$ cat config.mk
export PLATFORM = sky130hd
export DESIGN_NAME = tcp_option_walker_flat
export DESIGN_NICKNAME = d
export VERILOG_FILES = /design/src/rtl/tow_pkg.sv /design/src/rtl/tow_in_if.sv /design/src/rtl/tow_out_if.sv /design/src/rtl/tow_in_reg.sv /design/src/rtl/tow_walker.sv /design/src/rtl/tow_out_reg.sv /design/src/rtl/tcp_option_walker.sv /design/src/flat_wrapper.sv
export SDC_FILE = /design/constraint.sdc
export NUM_CORES = 1
export LEC_CHECK = 0
export BUFFER_PORTS_ARGS = -buffer_cell sky130_fd_sc_hd__buf_2
export CAP_MARGIN = 20
export CORE_MARGIN = 5
export CORE_UTILIZATION = 51
export CTS_CLUSTER_SIZE = 14
export DETAILED_ROUTE_END_ITERATION = 10
export PLACE_DENSITY_LB_ADDON = 0.12
export REMOVE_ABC_BUFFERS = 1
export SYNTH_ARGS = -nofsm -noshare
export SYNTH_HDL_FRONTEND = slang
export SYNTH_SLANG_ARGS = --single-unit
$ cat constraint.sdc
create_clock -name clk -period 6.7 [get_ports clk]
set_input_delay 1.34 -clock clk [delete_from_list [all_inputs] [get_ports clk]]
set_output_delay 1.34 -clock clk [all_outputs]
set_load 0.05 [all_outputs]
$ cat src/rtl/tow_pkg.sv
// Package with the shared types, codes and helpers of the TCP option walker.
`timescale 1ns / 1ps

package tow_pkg;

    // Default limit on the option area size in bytes.
    localparam int MAX_OPT_BYTES_DEF = 40;

    // Option kind bytes with a class of their own.
    localparam logic [7:0] KIND_EOL       = 8'd0;
    localparam logic [7:0] KIND_NOP       = 8'd1;
    localparam logic [7:0] KIND_MSS       = 8'd2;
    localparam logic [7:0] KIND_WSCALE    = 8'd3;
    localparam logic [7:0] KIND_SACK_PERM = 8'd4;
    localparam logic [7:0] KIND_SACK      = 8'd5;
    localparam logic [7:0] KIND_TSTAMP    = 8'd8;

    typedef enum logic [1:0] {
        PH_IDLE = 2'd0,
        PH_KIND = 2'd1,
        PH_LEN  = 2'd2,
        PH_BODY = 2'd3
    } phase_t;

    typedef enum logic [2:0] {
        CLS_EOL       = 3'd0,
        CLS_NOP       = 3'd1,
        CLS_MSS       = 3'd2,
        CLS_WSCALE    = 3'd3,
        CLS_SACK_PERM = 3'd4,
        CLS_SACK      = 3'd5,
        CLS_TSTAMP    = 3'd6,
        CLS_UNKNOWN   = 3'd7
    } kind_class_t;

    typedef enum logic [1:0] {
        ST_OK       = 2'd0,
        ST_ZERO_LEN = 2'd1,
        ST_EXCEEDS  = 2'd2,
        ST_MISSING  = 2'd3
    } status_t;

    // One registered input beat as the walker sees it.
    typedef struct packed {
        logic       valid;
        logic [7:0] opt_byte;
        logic       first_byte;
        logic [5:0] area_len;
    } beat_t;

    // One option report, with its valid flag.
    typedef struct packed {
        logic        valid;
        logic [7:0]  option_kind;
        kind_class_t kind_class;
        logic [7:0]  option_len;
        status_t     status;
        logic        ends_area;
    } rpt_t;

    function automatic kind_class_t classify(input logic [7:0] kind);
        kind_class_t cls;
        case (kind)
            KIND_EOL:       cls = CLS_EOL;
            KIND_NOP:       cls = CLS_NOP;
            KIND_MSS:       cls = CLS_MSS;
            KIND_WSCALE:    cls = CLS_WSCALE;
            KIND_SACK_PERM: cls = CLS_SACK_PERM;
            KIND_SACK:      cls = CLS_SACK;
            KIND_TSTAMP:    cls = CLS_TSTAMP;
            default:        cls = CLS_UNKNOWN;
        endcase
        return cls;
    endfunction

endpackage

$ cat src/rtl/tow_in_if.sv
// Channel interface that carries option area bytes.
`timescale 1ns / 1ps

interface tow_in_if;
    logic       valid;
    logic       ready;
    logic [7:0] opt_byte;
    logic       first_byte;
    logic [5:0] area_len;

    modport source (output valid, output opt_byte, output first_byte, output area_len,
                    input ready);
    modport sink   (input valid, input opt_byte, input first_byte, input area_len,
                    output ready);
endinterface

$ cat src/rtl/tow_out_if.sv
// Channel interface that carries option reports.
`timescale 1ns / 1ps

interface tow_out_if;
    logic       valid;
    logic       ready;
    logic [7:0] option_kind;
    logic [2:0] kind_class;
    logic [7:0] option_len;
    logic [1:0] status;
    logic       ends_area;

    modport source (output valid, output option_kind, output kind_class,
                    output option_len, output status, output ends_area, input ready);
    modport sink   (input valid, input option_kind, input kind_class,
                    input option_len, input status, input ends_area, output ready);
endinterface

$ cat src/rtl/tow_in_reg.sv
// Input register stage that captures one option byte beat.
`timescale 1ns / 1ps

module tow_in_reg (
    input  logic            clk,
    input  logic            rst_n,
    tow_in_if.sink          opt,
    input  logic            advance,
    output tow_pkg::beat_t  beat
);

    logic       valid_reg;
    logic       valid_next;
    logic [7:0] byte_reg;
    logic       first_reg;
    logic [5:0] alen_reg;
    logic       take;

    // The stage frees up in the same cycle that its beat moves on.
    assign opt.ready = !valid_reg || advance;
    assign take      = opt.valid && opt.ready;

    always_comb
    begin
        valid_next = valid_reg;
        if (take)
        begin
            valid_next = 1'b1;
        end
        else if (advance)
        begin
            valid_next = 1'b0;
        end
    end

    always_ff @(posedge clk or negedge rst_n)
    begin
        if (!rst_n)
        begin
            valid_reg <= 1'b0;
        end
        else
        begin
            valid_reg <= valid_next;
        end
    end

    always_ff @(posedge clk)
    begin
        if (take)
        begin
            byte_reg  <= opt.opt_byte;
            first_reg <= opt.first_byte;
            alen_reg  <= opt.area_len;
        end
    end

    assign beat.valid      = valid_reg;
    assign beat.opt_byte   = byte_reg;
    assign beat.first_byte = first_reg;
    assign beat.area_len   = alen_reg;

endmodule

$ cat src/rtl/tow_walker.sv
// Option walk state and the per-byte decision logic that forms each report.
`timescale 1ns / 1ps

module tow_walker #(
    parameter int MAX_OPT_BYTES = tow_pkg::MAX_OPT_BYTES_DEF
) (
    input  logic            clk,
    input  logic            rst_n,
    input  tow_pkg::beat_t  beat,
    input  logic            advance,
    output tow_pkg::rpt_t   rpt
);

    localparam int CNT_W = $clog2(MAX_OPT_BYTES + 1);

    tow_pkg::phase_t      phase_reg;
    tow_pkg::phase_t      phase_next;
    logic [CNT_W-1:0]     left_reg;
    logic [CNT_W-1:0]     left_next;
    logic [7:0]           body_reg;
    logic [7:0]           body_next;
    logic [7:0]           kind_reg;
    logic [7:0]           kind_next;
    tow_pkg::kind_class_t cls_reg;
    tow_pkg::kind_class_t cls_next;

    // Effective state once a start byte has been applied.
    tow_pkg::phase_t      ph;
    logic [CNT_W-1:0]     left;
    logic [7:0]           body;
    logic [CNT_W-1:0]     alen_sat;
    logic [CNT_W-1:0]     left_dec;
    logic [7:0]           rem;
    logic [7:0]           body_new;
    tow_pkg::kind_class_t cls;
    logic                 empty_start;

    assign alen_sat = (beat.area_len > 6'(MAX_OPT_BYTES)) ? CNT_W'(MAX_OPT_BYTES)
                                                         : beat.area_len[CNT_W-1:0];
    assign empty_start = beat.first_byte && (alen_sat == '0);

    always_comb
    begin
        if (beat.first_byte)
        begin
            ph   = (alen_sat == '0) ? tow_pkg::PH_IDLE : tow_pkg::PH_KIND;
            left = alen_sat;
            body = 8'd0;
        end
        else
        begin
            ph   = phase_reg;
            left = left_reg;
            body = body_reg;
        end
    end

    assign cls      = tow_pkg::classify(beat.opt_byte);
    assign left_dec = left - CNT_W'(1);
    // Bytes still available for the option, counting its kind byte.
    assign rem      = 8'(left) + 8'd1;
    assign body_new = beat.opt_byte - 8'd2;

    // Next state.
    always_comb
    begin
        phase_next = ph;
        left_next  = left;
        body_next  = body;
        kind_next  = kind_reg;
        cls_next   = cls_reg;
        case (ph)
            tow_pkg::PH_KIND:
            begin
                if (left == '0)
                begin
                    phase_next = tow_pkg::PH_IDLE;
                    body_next  = 8'd0;
                end
                else if (cls == tow_pkg::CLS_EOL || cls == tow_pkg::CLS_NOP)
                begin
                    left_next  = left_dec;
                    phase_next = (left_dec == '0) ? tow_pkg::PH_IDLE : tow_pkg::PH_KIND;
                end
                else if (left == CNT_W'(1))
                begin
                    phase_next = tow_pkg::PH_IDLE;
                    left_next  = '0;
                    body_next  = 8'd0;
                end
                else
                begin
                    kind_next  = beat.opt_byte;
                    cls_next   = cls;
                    left_next  = left_dec;
                    phase_next = tow_pkg::PH_LEN;
                end
            end
            tow_pkg::PH_LEN:
            begin
                if (left == '0 || beat.opt_byte < 8'd2 || beat.opt_byte > rem)
                begin
                    phase_next = tow_pkg::PH_IDLE;
                    left_next  = '0;
                    body_next  = 8'd0;
                end
                else
                begin
                    left_next = left_dec;
                    body_next = body_new;
                    if (body_new == 8'd0)
                    begin
                        phase_next = (left_dec == '0) ? tow_pkg::PH_IDLE : tow_pkg::PH_KIND;
                    end
                    else
                    begin
                        phase_next = tow_pkg::PH_BODY;
                    end
                end
            end
            tow_pkg::PH_BODY:
            begin
                if (left == '0 || body == 8'd0)
                begin
                    phase_next = tow_pkg::PH_IDLE;
                    left_next  = '0;
                    body_next  = 8'd0;
                end
                else
                begin
                    left_next = left_dec;
                    body_next = body - 8'd1;
                    if (body == 8'd1)
                    begin
                        phase_next = (left_dec == '0) ? tow_pkg::PH_IDLE : tow_pkg::PH_KIND;
                    end
                end
            end
            default:
            begin
                phase_next = tow_pkg::PH_IDLE;
            end
        endcase
    end

    // Report for the current byte.
    always_comb
    begin
        rpt.valid       = 1'b0;
        rpt.option_kind = beat.opt_byte;
        rpt.kind_class  = cls;
        rpt.option_len  = 8'd1;
        rpt.status      = tow_pkg::ST_OK;
        rpt.ends_area   = 1'b0;
        case (ph)
            tow_pkg::PH_KIND:
            begin
                if (left != '0)
                begin
                    if (cls == tow_pkg::CLS_EOL || cls == tow_pkg::CLS_NOP)
                    begin
                        rpt.valid     = 1'b1;
                        rpt.ends_area = (left == CNT_W'(1));
                    end
                    else if (left == CNT_W'(1))
                    begin
                        rpt.valid = 1'b1;
                        if (cls == tow_pkg::CLS_UNKNOWN)
                        begin
                            rpt.ends_area = 1'b1;
                        end
                        else
                        begin
                            rpt.option_len = 8'd0;
                            rpt.status     = tow_pkg::ST_MISSING;
                        end
                    end
                end
            end
            tow_pkg::PH_LEN:
            begin
                rpt.option_kind = kind_reg;
                rpt.kind_class  = cls_reg;
                rpt.option_len  = beat.opt_byte;
                if (left != '0)
                begin
                    rpt.valid = 1'b1;
                    if (beat.opt_byte < 8'd2)
                    begin
                        rpt.status = tow_pkg::ST_ZERO_LEN;
                    end
                    else if (beat.opt_byte > rem)
                    begin
                        rpt.status = tow_pkg::ST_EXCEEDS;
                    end
                    else
                    begin
                        rpt.ends_area = (beat.opt_byte == rem);
                    end
                end
            end
            default:
            begin
                rpt.valid = 1'b0;
            end
        endcase
        if (!beat.valid || empty_start)
        begin
            rpt.valid = 1'b0;
        end
    end

    always_ff @(posedge clk or negedge rst_n)
    begin
        if (!rst_n)
        begin
            phase_reg <= tow_pkg::PH_IDLE;
            left_reg  <= '0;
            body_reg  <= 8'd0;
            kind_reg  <= 8'd0;
            cls_reg   <= tow_pkg::CLS_EOL;
        end
        else if (advance)
        begin
            phase_reg <= phase_next;
            left_reg  <= left_next;
            body_reg  <= body_next;
            kind_reg  <= kind_next;
            cls_reg   <= cls_next;
        end
    end

    // An idle walk has no bytes left to account for.
    a_idle_empty: assert property (@(posedge clk) disable iff (!rst_n)
        phase_reg == tow_pkg::PH_IDLE |-> left_reg == '0)
        else $error("idle walk with bytes left");

    // Body skipping always has a body byte pending within the area.
    a_body_fits: assert property (@(posedge clk) disable iff (!rst_n)
        phase_reg == tow_pkg::PH_BODY |-> body_reg != 8'd0 && body_reg <= 8'(left_reg))
        else $error("body count out of range");

    // Any error report stops the walk.
    a_err_stops: assert property (@(posedge clk) disable iff (!rst_n)
        advance && rpt.valid && rpt.status != tow_pkg::ST_OK |=> phase_reg == tow_pkg::PH_IDLE)
        else $error("walk continued after an error");

    // Only a clean option can close the area.
    a_end_ok: assert property (@(posedge clk) disable iff (!rst_n)
        rpt.valid && rpt.ends_area |-> rpt.status == tow_pkg::ST_OK)
        else $error("area end flagged on an error report");

endmodule

$ cat src/rtl/tow_out_reg.sv
// Output register that holds one option report until it is taken.
`timescale 1ns / 1ps

module tow_out_reg (
    input  logic           clk,
    input  logic           rst_n,
    input  tow_pkg::rpt_t  rpt,
    input  logic           advance,
    output logic           can_take,
    tow_out_if.source      report
);

    logic                 valid_reg;
    logic                 valid_next;
    logic                 load;
    logic [7:0]           kind_reg;
    tow_pkg::kind_class_t cls_reg;
    logic [7:0]           len_reg;
    tow_pkg::status_t     status_reg;
    logic                 ends_reg;

    // The register can take a new report when empty or when its report leaves now.
    assign can_take = !valid_reg || report.ready;
    assign load     = advance && rpt.valid;

    always_comb
    begin
        valid_next = valid_reg;
        if (can_take)
        begin
            valid_next = load;
        end
    end

    always_ff @(posedge clk or negedge rst_n)
    begin
        if (!rst_n)
        begin
            valid_reg <= 1'b0;
        end
        else
        begin
            valid_reg <= valid_next;
        end
    end

    always_ff @(posedge clk)
    begin
        if (load)
        begin
            kind_reg   <= rpt.option_kind;
            cls_reg    <= rpt.kind_class;
            len_reg    <= rpt.option_len;
            status_reg <= rpt.status;
            ends_reg   <= rpt.ends_area;
        end
    end

    assign report.valid       = valid_reg;
    assign report.option_kind = kind_reg;
    assign report.kind_class  = cls_reg;
    assign report.option_len  = len_reg;
    assign report.status      = status_reg;
    assign report.ends_area   = ends_reg;

endmodule

$ cat src/rtl/tcp_option_walker.sv
// Top level of the TCP option walker.
`timescale 1ns / 1ps

// The opt channel brings the TCP option area one byte per beat. A beat with
// first_byte set starts a new area and is its first kind byte; area_len on that
// beat gives the area size and is clipped to MAX_OPT_BYTES. A zero size starts
// nothing. Bytes that arrive while no walk is active are dropped silently.
// The report channel carries at most one report per byte: on EOL, NOP and on
// the length byte of every longer option, plus the truncated last-byte cases.
// A report with a non-zero status ends the walk until the next start byte.
// A byte's report is formed by the walk logic from the input register and
// loaded into the report register as the byte leaves it. Throughput is one
// byte per cycle while the receiver takes reports, set by the single input
// register and the single report register with the walk logic between them.
// When the receiver stalls, the report register holds its beat; the input
// register still fills, and a byte that needs to report waits there, which
// lowers opt.ready. Bytes that report nothing still flow through in a stall.
// Reset (rst_n low, asynchronous) empties both registers and idles the walk.

module tcp_option_walker #(
    parameter int MAX_OPT_BYTES = tow_pkg::MAX_OPT_BYTES_DEF
) (
    input  logic       clk,
    input  logic       rst_n,
    tow_in_if.sink     opt,
    tow_out_if.source  report
);

    tow_pkg::beat_t beat;
    tow_pkg::rpt_t  rpt;
    logic           can_take;
    logic           advance;

    // A byte leaves the input register when it reports nothing or its report
    // has room in the output register.
    assign advance = beat.valid && (!rpt.valid || can_take);

    tow_in_reg u_in_reg (
        .clk     (clk),
        .rst_n   (rst_n),
        .opt     (opt),
        .advance (advance),
        .beat    (beat)
    );

    tow_walker #(
        .MAX_OPT_BYTES (MAX_OPT_BYTES)
    ) u_walker (
        .clk     (clk),
        .rst_n   (rst_n),
        .beat    (beat),
        .advance (advance),
        .rpt     (rpt)
    );

    tow_out_reg u_out_reg (
        .clk      (clk),
        .rst_n    (rst_n),
        .rpt      (rpt),
        .advance  (advance),
        .can_take (can_take),
        .report   (report)
    );

endmodule
$ cat src/flat_wrapper.sv
// flat-port wrapper written by rule: the top's interface ports become plain ports
module tcp_option_walker_flat 
#(
    parameter int MAX_OPT_BYTES = tow_pkg::MAX_OPT_BYTES_DEF
)
  (clk, rst_n, opt_valid, opt_opt_byte, opt_first_byte, opt_area_len, opt_ready, report_valid, report_option_kind, report_kind_class, report_option_len, report_status, report_ends_area, report_ready);
  tow_in_if opt_i ();
  tow_out_if report_i ();
  input  logic clk;
  input  logic rst_n;
  input wire logic [$bits(opt_i.valid)-1:0] opt_valid;
  input wire logic [$bits(opt_i.opt_byte)-1:0] opt_opt_byte;
  input wire logic [$bits(opt_i.first_byte)-1:0] opt_first_byte;
  input wire logic [$bits(opt_i.area_len)-1:0] opt_area_len;
  output wire logic [$bits(opt_i.ready)-1:0] opt_ready;
  output wire logic [$bits(report_i.valid)-1:0] report_valid;
  output wire logic [$bits(report_i.option_kind)-1:0] report_option_kind;
  output wire logic [$bits(report_i.kind_class)-1:0] report_kind_class;
  output wire logic [$bits(report_i.option_len)-1:0] report_option_len;
  output wire logic [$bits(report_i.status)-1:0] report_status;
  output wire logic [$bits(report_i.ends_area)-1:0] report_ends_area;
  input wire logic [$bits(report_i.ready)-1:0] report_ready;
  assign opt_i.valid = opt_valid;
  assign opt_i.opt_byte = opt_opt_byte;
  assign opt_i.first_byte = opt_first_byte;
  assign opt_i.area_len = opt_area_len;
  assign opt_ready = opt_i.ready;
  assign report_valid = report_i.valid;
  assign report_option_kind = report_i.option_kind;
  assign report_kind_class = report_i.kind_class;
  assign report_option_len = report_i.option_len;
  assign report_status = report_i.status;
  assign report_ends_area = report_i.ends_area;
  assign report_i.ready = report_ready;
  tcp_option_walker #(.MAX_OPT_BYTES(MAX_OPT_BYTES)) u_core (.clk(clk), .rst_n(rst_n), .opt(opt_i), .report(report_i));
endmodule
# --- Word-level counts from Yosys, hierarchy flattened ---
# Index checks and enable logic that the tools add are counted.
word_totals:
  word_cells: 112
  regBits: 66
classes:
  mux: 48
  reduce_logical: 25
  bitwise: 3
  eq_ne: 14
  n_addsub: 4
  magnitude_cmp: 3
op_table:
  columns: ["cell", "count"]
  rows:
  - ["8-bit 2-to-1 mux", 6]
  - ["6-bit 2-to-1 mux", 7]
  - ["11-bit 2-to-1 mux", 3]
  - ["8-bit logical NOT", 3]
  - ["8-bit case mux with 3 select lines", 1]
  - ["11-bit case mux with 2 select lines", 1]
  - ["3-bit case mux with 7 select lines", 1]
  - ["2-bit 2-to-1 mux", 10]
  - ["6-bit logical NOT", 3]
  - ["6-bit case mux with 3 select lines", 1]
  - ["8-bit by 1-bit == test with 1-bit output, second input constant", 2]
  - ["8-bit by 2-bit == test with 1-bit output, second input constant", 2]
  - ["8-bit by 3-bit == test with 1-bit output, second input constant", 2]
  - ["1-bit 2-to-1 mux", 13]
  - ["10-bit 2-to-1 mux", 1]
  - ["8-bit by 4-bit == test with 1-bit output, second input constant", 1]
  - ["8-bit by 7-bit == test with 1-bit output", 1]
  - ["8-bit by 7-bit > comparator with 1-bit output", 1]
  - ["1-bit logical OR", 8]
  - ["8-bit by 2-bit less-than comparator with 1-bit output, second input constant", 1]
  - ["8-bit by 1-bit subtractor with 8-bit output, second input constant", 1]
  - ["8-bit by 2-bit subtractor with 8-bit output, second input constant", 1]
  - ["6-bit by 1-bit adder with 7-bit output, second input constant", 1]
  - ["6-bit by 1-bit == test with 1-bit output, second input constant", 1]
  - ["16 further kinds", 25]

# --- Depth between registers and ports, before layout ---
# Gate-level depths: netlist of the first run.
depth:
  word_depth: 15
  ltp_mapped: 17
  mapped_depth_nobuf: 15

# --- Modules after synthesis ---
# From an unflattened synthesis of the first run, not the netlist that was laid out.
hier_totals:
  cells_unflattened: 387
  hier_area_um2: 3965.1
modules_own_cells:
  columns: ["mod", "seq_area_each_um2", "cells_each", "area_per_inst_um2", "instances"]
  rows:
  - ["tow_walker", 675.6, 337, 2721.4, 1]
  - ["tow_out_reg", 685.7, 27, 713.2, 1]
  - ["tow_in_reg", 475.5, 21, 519.2, 1]
  - ["tcp_option_walker", 0.0, 2, 11.3, 1]

# --- Worst setup path after synthesis of the first run ---
# No wires, ideal clock.
synth_path:
  path_type: "register to register"
  start: "reg u_core.u_in_reg.first_reg"
  end: "reg u_core.u_out_reg.ends_reg, in the netlist u_core.u_out_reg.report.ends_area, enable pin"
  setup_slack_ns: 2.751
  setup_ns: 0.401
  arrival_ns: 3.548
  stages_incl_launch_ff: 13
  period_less_slack_ns: 3.949
  cell_sequence: "edfxtp_1 -> buf_2 -> buf_1 -> o21ai_0 -> inv_1 -> ha_1 -> clkbuf_1 -> o211ai_1 -> a211oi_1 -> o31a_1 -> nand2_1 -> nand2_1 -> nor2_1"
synth_between:
  elab_chain_cells: 11
  elab_cells_between_ends: 18
  cone_classes: "3 x eq/ne; 8 x mux; 7 x reduce/logical"
synth_lines:
  columns: ["item", "line_no", "rtl"]
  rows:
  - ["from (decl)", "tow_in_reg.sv:15", "logic first_reg;"]
  - ["from (signal assigned)", "tow_in_reg.sv:53", "first_reg <= opt.first_byte;"]
  - ["6-bit 2-to-1 mux", "tow_walker.sv:44", "if (beat.first_byte)"]
  - ["6-bit by 1-bit == test with 1-bit output", "tow_walker.sv:165", "else if (left == CNT_W'(1))"]
  - ["1-bit 2-to-1 mux", "tow_walker.sv:165", null]
  - ["1-bit 2-to-1 mux", "tow_walker.sv:160", "if (cls == tow_pkg::CLS_EOL || cls == tow_pkg::CLS_NOP)"]
  - ["1-bit 2-to-1 mux", "tow_walker.sv:158", "if (left != '0)"]
  - ["1-bit case mux with 2 select lines", "tow_walker.sv:155", "case (ph)"]
  - ["1-bit 2-to-1 mux (*)", "tow_walker.sv:207", "if (!beat.valid || empty_start)"]
  - ["1-bit logical NOT", "tcp_option_walker.sv:36", "assign advance = beat.valid && (!rpt.valid || can_take);"]
  - ["1-bit logical OR", "tcp_option_walker.sv:36", null]
  - ["1-bit logical AND", "tcp_option_walker.sv:36", null]
  - ["1-bit logical AND (*)", "tow_out_reg.sv:24", "assign load = advance && rpt.valid;"]
  - ["net u_core.u_out_reg.load", "tow_out_reg.sv:15", "logic load;"]
  - ["to (signal assigned)", "tow_out_reg.sv:55", "ends_reg <= rpt.ends_area;"]
  - ["to (decl)", "tow_out_reg.sv:20", "logic ends_reg;"]
# Mark *: on every way through the listed nets, which the timed path passes. The rest lies on a longest branch.
# A chain may end at the register's enable or synchronous reset.

# --- Worst setup path after layout of the first run ---
layout_path:
  start: "reg u_core.u_in_reg.first_reg"
  end: "out opt_ready"
layout_between:
  elab_chain_cells: 11
  elab_cells_between_ends: 18
  cone_classes: "3 x eq/ne; 8 x mux; 7 x reduce/logical"
layout_lines:
  columns: ["item", "line_no", "rtl"]
  rows:
  - ["6-bit 2-to-1 mux", "tow_walker.sv:44", null]
  - ["6-bit by 1-bit == test with 1-bit output", "tow_walker.sv:165", null]
  - ["1-bit 2-to-1 mux", "tow_walker.sv:165", null]
  - ["1-bit 2-to-1 mux", "tow_walker.sv:160", null]
  - ["1-bit 2-to-1 mux", "tow_walker.sv:158", null]
  - ["1-bit case mux with 2 select lines", "tow_walker.sv:155", null]
  - ["1-bit 2-to-1 mux (*)", "tow_walker.sv:207", null]
  - ["1-bit logical NOT (*)", "tcp_option_walker.sv:36", null]
  - ["1-bit logical OR (*)", "tcp_option_walker.sv:36", null]
  - ["1-bit logical AND (*)", "tcp_option_walker.sv:36", null]
  - ["1-bit logical OR (*)", "tow_in_reg.sv:20", "assign opt.ready = !valid_reg || advance;"]
  - ["to (decl)", "flat_wrapper.sv:15", "output wire logic [$bits(opt_i.ready)-1:0] opt_ready;"]
# Every way passes the cells marked *; elsewhere a longest branch is shown, timed or not.

==> results of run 1 <==
power groups by stage:
stage	sequential (mW)	clock [mW]	combinational, mW
after floorplan	0.508	0	0.182
after global placement	0.514	0	0.239
after detailed placement	0.514	0	0.244
after CTS	0.506	0.387	0.246
after global routing	0.511	0.409	0.275
final	0.508	0.379	0.248
how the worst max path moves through the flow:
stage / to / start / slack [ps]
after global routing: opt_ready / u_core.u_in_reg.first_reg$_DFFE_PP_ / 1370
after floorplan: opt_ready / u_core.u_in_reg.first_reg$_DFFE_PP_ / 2420
final: opt_ready / u_core.u_in_reg.first_reg$_DFFE_PP_ / 1760
after global placement: opt_ready / u_core.u_in_reg.first_reg$_DFFE_PP_ / 2280
after detailed placement: opt_ready / u_core.u_in_reg.first_reg$_DFFE_PP_ / 2180
after CTS: opt_ready / u_core.u_in_reg.first_reg$_DFFE_PP_ / 1760
layout make-up:
| class | instances | area share |
|---|---|---|
| clock inverter | 7 | 0.02312 |
| timing repair buffer | 44 | 0.05245 |
| sequential | 66 | 0.4140 |
| clock buffer | 9 | 0.02792 |
| tap | 102 | 0.02876 |
| inverter | 15 | 0.01269 |
| multi-input combinational | 262 | 0.4411 |
logic make-up after synthesis:
family	after synthesis	synth area share
mux	28	0.08741
fa+ha+maj	19	0.06039
xor+xnor	16	0.03560
buf+inv	35	0.03687
simple gates	116	0.1621
flops	66	0.4666
compound gates	83	0.1510
cells in the mapped netlist (3+ instances only):
master | count | area share
edfxtp_1 | 37 | 0.28
mux2_2 | 11 | 0.031
a21o_1 | 3 | 0.0057
a21boi_0 | 5 | 0.0095
mux2i_1 | 7 | 0.018
o211ai_1 | 6 | 0.011
or3_1 | 4 | 0.0064
buf_2 | 5 | 0.0064
o21a_1 | 4 | 0.0076
dfrtp_1 | 29 | 0.18
nor3_1 | 9 | 0.011
o21ai_0 | 21 | 0.027
nand3b_1 | 3 | 0.0057
ha_1 | 19 | 0.060
o2bb2ai_1 | 3 | 0.0067
and2_1 | 13 | 0.021
and4_1 | 3 | 0.0067
nor2b_1 | 5 | 0.0079
nand2_1 | 22 | 0.021
xor2_1 | 6 | 0.013
inv_1 | 15 | 0.014
nand3_1 | 10 | 0.013
xnor2_1 | 10 | 0.022
o31ai_1 | 4 | 0.0076
nand2b_1 | 12 | 0.019
nor2_1 | 17 | 0.016
clkbuf_1 | 12 | 0.011
mux2_4 | 10 | 0.038
a21oi_1 | 6 | 0.0076
a22oi_1 | 3 | 0.0057
a22o_1 | 6 | 0.013
nor4_1 | 7 | 0.011
metrics by stage:
step,std cells,hold WS [ps],area [µm²]
floorplan,343,457.2,3847
global placement,488,489.3,4195
detailed placement,488,481.5,4195
CTS,504,498.1,4422
global route,505,528.2,4437
finish,505,493.4,4437
metal layers:
layer  routed length [µm]  share of wire  GRT usage  vias to the layer above
li1                     -              -          -                     1416
met1                 4013           0.47     0.2641                     1371
met2                 3881           0.45     0.2838                      118
met3                  543          0.064    0.03286                       10
met4                  107          0.013    0.05857                        0
met5                    0              0          0                        -
==> flow_metrics.py, run 1 <==
metrics = {
    "setup_path": {
        "cp.required_ps": 5360,
        "slowest_delay_ps": 910,
        "cp.depth": 10,
        "cp_top_family": "adder cells",
        "critical_path_class": "reg2out",
        "critPathBufInv": 2,
        "start_kind": "flip-flop",
        "ff2ff_path_depth": 11,
        "r2r_slack_ps": 2470,
        "worst_r2r_endpoint": "u_core.u_walker.kind_reg[1]$_DFFE_PN0P_",
        "endpoint_kind": "primary output",
        "arrival_ps": 3600,
        "critPathSlowestCell": "ha_1",
        "crit_chain": "buf_4 > nor3b_2 > nand2_1 > o21ai_0 > ha_1 > o211ai_1 > a211oi_1 > o31a_1 > nand2_1 > buf_2",
        "reg2reg_from": "u_core.u_in_reg.first_reg$_DFFE_PP_",
        "path_max_fanout": 34,
        "crit_top_cell": "nand2_1",
    },
    "yosys": {
        "post_synth.cell_area_avg_um2": 10.84,
        "synthArstFlopShare": 0.4394,
        "yosys_warnings": 0,
        "synth_area_um2": 3936,
        "synth_edf_count": 37,
        "ys_seq_area_frac": 0.4666,
        "ys_ff_latch": 66,
        "postSynthCellCount": 363,
        "synth_flop_cell": "edfxtp_1",
        "synth.distinct_cells": 62,
    },
    "status": {
        "outcome": "finished clean",
    },
    "cts": {
        "cts_buffers": 9,
        "cts_root_buf": "clkbuf_8",
        "post_cts_buffers": 0,
        "path_clk_slew_ps": 80,
        "cts_tree": "yes",
        "htreeDepth": 3,
        "clock-sinks": 66,
        "cts_max_path_buffers": 2,
        "cts_hold_buf": 0,
        "clkLatencyLatePin_ps": 340,
        "ctsResizeCount": 0,
    },
    "pwr": {
        "power_mw": 1.135,
        "switching_share": 0.3017,
        "combPwrFrac": 0.218,
        "power.switching_mw": 0.3424,
        "pwr_density_cell_nw_per_um2": 255.8,
        "p_seq_frac": 0.447,
        "ir_drop_v": 0.0001301,
        "clock_power_share": 0.334,
        "p_int_mw": 0.7925,
        "leakage_nw": 1.761,
    },
    "drt": {
        "wl_um": 8545,
        "antenna_left": 0,
        "wl_per_cell_um": 16.92,
        "drc_errors": 0,
        "via_per_inst": 5.772,
        "dr.pass1.iters": 4,
        "vias": 2915,
        "drt_iter0_drc": 172,
    },
    "sta": {
        "setup_viol": 0,
        "worst_pin_slew_ps": 1034,
        "fin_crit_sh": 0.7373,
        "rsz0062_at_grt": "false",
        "setup_tns_ps": 0,
        "hold_violations": 0,
        "fmaxAchievable_mhz": 202.4,
        "fin_skew_ps": 9.356,
        "final_max_slew_viol_count": 0,
        "finalCriticalPeriod_ps": 4940,
        "max_slew_margin": 0.3075,
        "setup_ws_ps": 1760,
    },
    "layout": {
        "multiInputGateArea_um2": 1957,
        "utilization": 0.5832,
        "seqCellArea_um2": 1837,
        "area_growth_pct": 12.71,
        "final_common_cell": "buf_2",
        "final_cell_mix": "42 x buf_2, 37 x edfxtp_1, 29 x dfrtp_1, 22 x nand2_1, 21 x o21ai_0",
        "drive_above_1_share": 0.2159,
        "nets": 436,
        "antenna_cells": 0,
        "fill_cells": 656,
    },
    "global_routing": {
        "grt_pass1_wl_um": 14160,
        "antenna_found_initial": 0,
        "first_global_vias": 2743,
        "grtUsageTotal": 0.1840,
        "gr-total-overflow": 0,
        "grt_max_degree": 35,
    },
    "place": {
        "pre_cts_ws_ps": 2184,
        "port_buffers": 42,
        "dp_hpwl_um": 6160,
        "place.gp.congestion": 0.8842,
    },
    "flow_run": {
        "cap_violations": 0,
    },
    "min_path": {
        "min_delay_path_depth": 1,
        "hold_path_end": "u_core.u_walker.phase_reg[1]$_DFFE_PN0P_",
        "min_from": "u_core.u_walker.phase_reg[1]$_DFFE_PN0P_",
        "hold_path.class": "reg2reg",
    },
    "floorplan": {
        "fp.dieW_um": 97.86,
        "num_rows": 32,
        "coreArea_um2": 7607,
        "start_util": 0.5174,
        "die_area_um2": 9576,
        "io_pins": 43,
        "die_h_um": 97.86,
    },
}
Note: power is estimated with default switching activity, not from simulation.
==> run 2: changes to the inputs <==
==> constraint.sdc (replaced) <==
create_clock -name clk -period 4.4 [get_ports clk]
set_input_delay 0.88 -clock clk [delete_from_list [all_inputs] [get_ports clk]]
set_output_delay 0.88 -clock clk [all_outputs]
set_load 0.05 [all_outputs]
==> run 2 against run 1 <==
Compared with the run above:
- count of clock-buffer cells in the layout is the same
- via count increased by 2.2%
- sequential power is 53% higher
- critical path type unchanged
- largest cell class unchanged
- highest routed layer unchanged
- clock skew up 1.5 ps
- core utilization is 0.89 points higher
- non-clock buffer count up 7
- worst setup slack worse by 1300 ps
==> flow_metrics.py, run 2 (same netlist as run 1, synthesis figures left out) <==
metrics = {
    "sta": {
        "max_slew_margin": 0.3277,
        "finalCriticalPeriod_ps": 3946,
        "fmaxAchievable_mhz": 253.4,
        "final_max_slew_viol_count": 0,
        "fin_crit_sh": 0.8967,
        "fin_skew_ps": 10.90,
        "setup_viol": 0,
        "worst_pin_slew_ps": 1004,
        "setup_ws_ps": 454.4,
        "rsz0062_at_grt": "false",
        "setup_tns_ps": 0,
        "hold_violations": 0,
    },
    "min_path": {
        "hold_path_end": "u_core.u_walker.phase_reg[1]$_DFFE_PN0P_",
        "min_from": "u_core.u_walker.phase_reg[1]$_DFFE_PN0P_",
        "min_delay_path_depth": 1,
        "hold_path.class": "reg2reg",
    },
    "drt": {
        "dr.pass1.iters": 4,
        "antenna_left": 0,
        "drc_errors": 0,
        "via_per_inst": 5.818,
        "wl_per_cell_um": 17.16,
        "wl_um": 8788,
        "vias": 2979,
        "drt_iter0_drc": 160,
    },
    "global_routing": {
        "gr-total-overflow": 0,
        "antenna_found_initial": 0,
        "grtUsageTotal": 0.1892,
        "grt_max_degree": 30,
        "grt_pass1_wl_um": 14750,
        "first_global_vias": 2919,
    },
    "floorplan": {
        "coreArea_um2": 7607,
        "num_rows": 32,
        "die_area_um2": 9576,
        "fp.dieW_um": 97.86,
        "die_h_um": 97.86,
        "io_pins": 43,
        "start_util": 0.5174,
    },
    "pwr": {
        "pwr_density_cell_nw_per_um2": 397.6,
        "leakage_nw": 1.802,
        "ir_drop_v": 0.0002179,
    },
    "layout": {
        "nets": 443,
        "seqCellArea_um2": 1837,
        "fill_cells": 663,
        "fin_area_um2": 4504,
        "multiInputGateArea_um2": 1957,
        "drive_above_1_share": 0.2293,
        "final_common_cell": "buf_2",
        "area_growth_pct": 14.43,
        "final_cell_mix": "42 x buf_2, 37 x edfxtp_1, 29 x dfrtp_1, 22 x nand2_1, 21 x o21ai_0",
        "antenna_cells": 0,
    },
    "setup_path": {
        "ff2ff_path_depth": 12,
        "worst_r2r_endpoint": "u_core.u_walker.left_reg[0]$_DFFE_PN0P_",
        "reg2reg_from": "u_core.u_in_reg.alen_reg[5]$_DFFE_PP_",
        "r2r_slack_ps": 680,
        "endpoint_kind": "primary output",
        "arrival_ps": 3070,
        "cp.required_ps": 3520,
        "start_kind": "flip-flop",
        "critical_path_class": "reg2out",
        "crit_start": "u_core.u_in_reg.first_reg$_DFFE_PP_",
        "path_max_fanout": 28,
    },
    "cts": {
        "path_clk_slew_ps": 70,
        "clkLatencyLatePin_ps": 360,
        "cts_hold_buf": 0,
        "cts_tree": "yes",
        "cts_max_path_buffers": 2,
        "cts_buffers": 9,
        "clock-sinks": 66,
        "cts_root_buf": "clkbuf_8",
        "htreeDepth": 3,
    },
    "place": {
        "dp_hpwl_um": 6323,
        "placed_area_um2": 4248,
        "port_buffers": 42,
        "pre_cts_ws_ps": 551.2,
        "place.gp.congestion": 0.9093,
    },
    "flow_run": {
        "cap_violations": 0,
    },
    "status": {
        "outcome": "finished clean",
    },
}
[run 2: power breakdown]
group	switching [mW]	internal [mW]	total, mW
Sequential	0.0595	0.715	0.775
Combinational	0.216	0.173	0.389
Clock	0.246	0.381	0.627
[run 2: worst max path at each step]
stage | to | slack (ps) | depth (start not counted)
3_5_place_dp | u_core.u_walker.left_reg[1]$_DFFE_PN0P_ | 550 | 12
4_1_cts | opt_ready | 270 | 10
2_1_floorplan | u_core.u_out_reg.report.ends_area$_DFFE_PP_ | 280 | 11
5_1_grt | opt_ready | 150 | 10
3_3_place_gp | u_core.u_walker.left_reg[1]$_DFFE_PN0P_ | 720 | 12
6_report | opt_ready | 450 | 10
[run 2: metrics by stage]
stage	hold slack (ps)	std cells	power, mW	util
after floorplan	457.2	343	1.052	-
after global placement	485.5	495	1.155	0.5584
after detailed placement	482.2	495	1.166	0.5584
after CTS	498.2	511	1.792	0.5911
after global routing	522.9	512	1.870	0.5921
final	496.1	512	1.791	0.5921
[run 2: worst max-delay path, stage by stage (launching register included)]
cell      delay [ps]
edfxtp_1         530
nor3b_2          370
nand2_1          130
o21ai_0          230
ha_1             240
buf_4            280
o211ai_1         170
a211oi_1         190
o31a_1           230
nand2_1          120
buf_2            230
[run 2: cell type report]
cell class              instances  area share
clock buffers                   9     0.02750
well taps                     102     0.02833
repair buffers                 51     0.06167
flip-flops and latches         66      0.4078
clock inverters                 7     0.02778
inverters                      15     0.01250
multi-input cells             262      0.4344
[run 2: timing repair]
action | 4_1_cts | 5_1_grt
endpoints found under the setup margin | 0 | 1
setup buffers | 0 | 1
resized for setup | 0 | 0
[run 2: routing by layer]
layer	GRT usage	share of wire	routed length [µm]
met5	0	0	0
met4	0.07561	0.023	199
met3	0.03714	0.058	514
met2	0.2901	0.45	3967
met1	0.2641	0.47	4108
